===== config.mk =====
export PLATFORM = sky130hd
export DESIGN_NAME = aep_ram
export DESIGN_NICKNAME = d
export VERILOG_FILES = /design/src/sv/aep_ram.sv
export SDC_FILE = /design/constraint.sdc
export NUM_CORES = 1
export LEC_CHECK = 0
export BUFFER_PORTS_ARGS = -buffer_cell sky130_fd_sc_hd__clkbuf_2
export CAP_MARGIN = 20
export CORE_MARGIN = 2
export CORE_UTILIZATION = 54
export DETAILED_ROUTE_END_ITERATION = 6
export PLACE_DENSITY = 0.77
export SLEW_MARGIN = 5
export SYNTH_ARGS = -nofsm -noshare
export SYNTH_HDL_FRONTEND = slang
export SYNTH_SLANG_ARGS = --single-unit

===== constraint.sdc =====
create_clock -name clk -period 1.4 [get_ports clk]
set_input_delay 0.21 -clock clk [delete_from_list [all_inputs] [get_ports clk]]
set_output_delay 0.21 -clock clk [all_outputs]
set_load 0.02 [all_outputs]

===== src/sv/aep_ram.sv =====
// aep_ram: generic single write, single registered read port memory
// depends on nothing
module aep_ram #(
  parameter int WIDTH = 8,
  parameter int DEPTH = 4
) (
  input  logic                     clk,
  input  logic                     we,
  input  logic [$clog2(DEPTH)-1:0] waddr,
  input  logic [WIDTH-1:0]         wdata,
  input  logic                     re,
  input  logic [$clog2(DEPTH)-1:0] raddr,
  output logic [WIDTH-1:0]         rdata
);
  logic [WIDTH-1:0] mem [DEPTH];

  // write port and registered read, read data holds without re
  always_ff @(posedge clk) begin
    if (we) begin
      mem[waddr] <= wdata;
    end
    if (re) begin
      rdata <= mem[raddr];
    end
  end
endmodule


==> impl_metrics.toml <==
[outcome]
outcome = "completed"

[clocking]
tritoncts_num_sinks = 40
ctsHtreeMaxLevel = 2
clock_path_buffers = 2
cts.repair.resized = 0
cts_setup_buffers = 0
clock_tree.root_cell = "sky130_fd_sc_hd__clkbuf_4"
clk_lat_worst_skew_ps = 340
tritoncts_clock_tree = "yes"
post_cts_hold_buffer_count = 0
worst_setup_hold_path_clk_slew_ps = 110
cts_made_buffers = 5

[logic_synthesis]
synth-compound-area-share_pct = 0
yosys_warning_count = 0
synth.lib_cells_used.distinct = 7
synth_adder_area_share_pct = 0
syn-cell-area_sq_um = 1430
synth_common_cells = "sky130_fd_sc_hd__edfxtp_1, sky130_fd_sc_hd__mux4_2, sky130_fd_sc_hd__and3b_1"
synth_xor_area_share_pct = 0
synth-seq-cells = 40
postSynth.asyncResetShare_pct = 0
mappedNetlistNets = 69
synthMuxAreaShare_pct = 12.6
edff_count_synth = 40
syn-instance-count = 54
yosysSeqAreaShare_pct = 84.1
ys_top_cells_by_area = "sky130_fd_sc_hd__edfxtp_1, sky130_fd_sc_hd__mux4_2, sky130_fd_sc_hd__and3b_1"
dominant_combinational_cell_family_by_area_after_synthesis = "multiplexers"
yosysTopAreaCellShare_pct = 84.1
yosys.cell_count.top_type = "sky130_fd_sc_hd__edfxtp_1"
post_synthesis_average_cell_area_sq_um = 26.5
ys.flop_type = "sky130_fd_sc_hd__edfxtp_1"
synthSimpleGateAreaFrac_pct = 2.19
synthDominantAreaCellType = "sky130_fd_sc_hd__edfxtp_1"

[finish]
drive_gt1_share_pct = 47.0
areaGrowthSynthToFinish_pct = 13.7
post-route-util_pct = 65.0
instances_no_fill = 113
n_antenna_cell = 0
layout.nets = 97

[setup_path]
critPathCaptureType = "flip-flop"
critical-path-max-stage-delay_ps = 480
critical_path.reg2reg.endpoint = "rdata[6]"
critical-path-top-delay-family = "multiplexers"
rrSetupSlack_ps = 270
cp_slowest_cell = "sky130_fd_sc_hd__mux4_2"
crit_type = "reg -> reg"
crit_buf_inv = 0
cp_cell_sequence = "mux4_2"
reg2reg_depth = 1
crit_end = "rdata[6]"
worst-path-stages = 1
critical_path.startpoint_type = "flip-flop"
worst_setup_path_startpoint = "mem[3][6]"
critPathArrivalTime_ps = 1230
critPathMaxFanout = 1
required_ps = 1500
r2r-start = "mem[3][6]"

[detailed_routing]
post_drt_via_cell_ratio = 5.40
dr_total_vias = 610
post-route-drc-count = 0
detailedRoute.firstIterationViolations = 10
detail_route.wl_per_cell_um = 17.0
routed_wirelength_um = 1920
antenna_left = 0
drt_pre_antenna_iters = 4

[placed_design]
globalplace.congestion = 0.668
dp_cells = 105
port-buffer-count = 22

[power_and_ir_drop]
power.share.clock_pct = 26.2
vdd_ir_drop_max_mv = 0.984
cellLeakagePower_nw = 0.576
sw_frac_of_total_pct = 21.4
total_power_mw = 2.09
power_density_nw_per_um2 = 1290
seq_power_share_pct = 67.1
p_switching_mw = 0.449
internal_power_mw = 1.65
combinationalPowerShare_pct = 6.7

[timing]
hold-worst-slack_ps = 76.8
timing.fmax_mhz = 884
grt_setup_unrepaired = "false"
period_minus_slack_ps = 1130
hold_viol_final = 0
tightestPinTransition_ps = 418
final_worst_clock_skew_ps = 5.97
timing.max_slew.rel_slack_pct = 72.1
timing.setup.tns_ps = 0
setup_viol = 0
timing.final.max_slew_violations = 0
finalCritPeriodShare_pct = 80.8

[floorplanning]
design.portCount = 23
die-area_sq_um = 3070
initial_core_util_pct = 57.2
fp.coreArea_sq_um = 2500
die_height_um = 55.4
chipWidth_um = 55.4
rows = 18

[global_route]
grt_overflow_total = 0
via_count_of_the_first_global_routing_pass = 627
antenna_found_initial = 0
groute.usage.overall_pct = 14.1
grt_first_pass_wirelength_um = 3010
largest_net_degree_at_the_start_of_global_routing = 14

[hold_path]
hold_path_class = "in -> reg"
min_path_cells = 1

[flow_run]
maxCapViolCount = 0
## registers in the layout (all words and copies together), names as in the netlist
register,flops
mem,32
rdata,8
## cell families after synthesis
family | Yosys count
flip-flops | 40
multiplexers | 8
AND/OR/NAND/NOR | 4
buffers and inverters | 2
## cell usage in the layout, fill, tap and decap left out
cell type                   n
sky130_fd_sc_hd__edfxtp_1  40
sky130_fd_sc_hd__clkbuf_2  22
sky130_fd_sc_hd__mux4_2     8
sky130_fd_sc_hd__clkbuf_4   5
sky130_fd_sc_hd__and3b_1    2
sky130_fd_sc_hd__clkinv_2   2
sky130_fd_sc_hd__nor3b_1    1
sky130_fd_sc_hd__and3_1     1
sky130_fd_sc_hd__clkinv_4   1
sky130_fd_sc_hd__buf_4      1
## worst min-delay path by stage
stage | startpoint | slack (ps) | endpoint
final | wdata[7] | 80 | mem[3][7]
after CTS | wdata[7] | 60 | mem[3][7]
after global placement | wdata[0] | 420 | mem[3][0]
after floorplan | wdata[0] | 310 | mem[0][0]
after global routing | wdata[7] | 60 | mem[2][7]
after detailed placement | wdata[7] | 430 | mem[2][7]
## area by class of cell
cell class,instances,area (sq um)
fill,168,876
clock inverter,3,18.8
clock buffer,5,37.5
timing repair buffer,23,118
tap,30,37.5
sequential,40,1200
multi-input combinational,12,211
## power by group through the flow
stage	Clock, mW	Combinational [mW]	Sequential [mW]
floorplan	0	0.0617	1.45
global placement	0	0.139	1.43
detailed placement	0	0.144	1.43
CTS	0.573	0.144	1.41
global route	0.615	0.154	1.41
finish	0.549	0.141	1.40
## through the flow
| step | area (sq um) | setup slack, ps |
|---|---|---|
| final | 1620 | 268 |
| after global routing | 1620 | 253 |
| after CTS | 1620 | 257 |
| after detailed placement | 1570 | 60.6 |
| after global placement | 1570 | 75.7 |
| after floorplan | 1430 | 126 |
## metal layers
metal	wire [um]	vias up	track usage (%)
met1	791	291	16.8
met4	55	0	9.41
li1	-	286	-
met2	941	26	21.4
met5	0	-	0
met3	128	7	5.15
(Power assumes the default switching activity.)
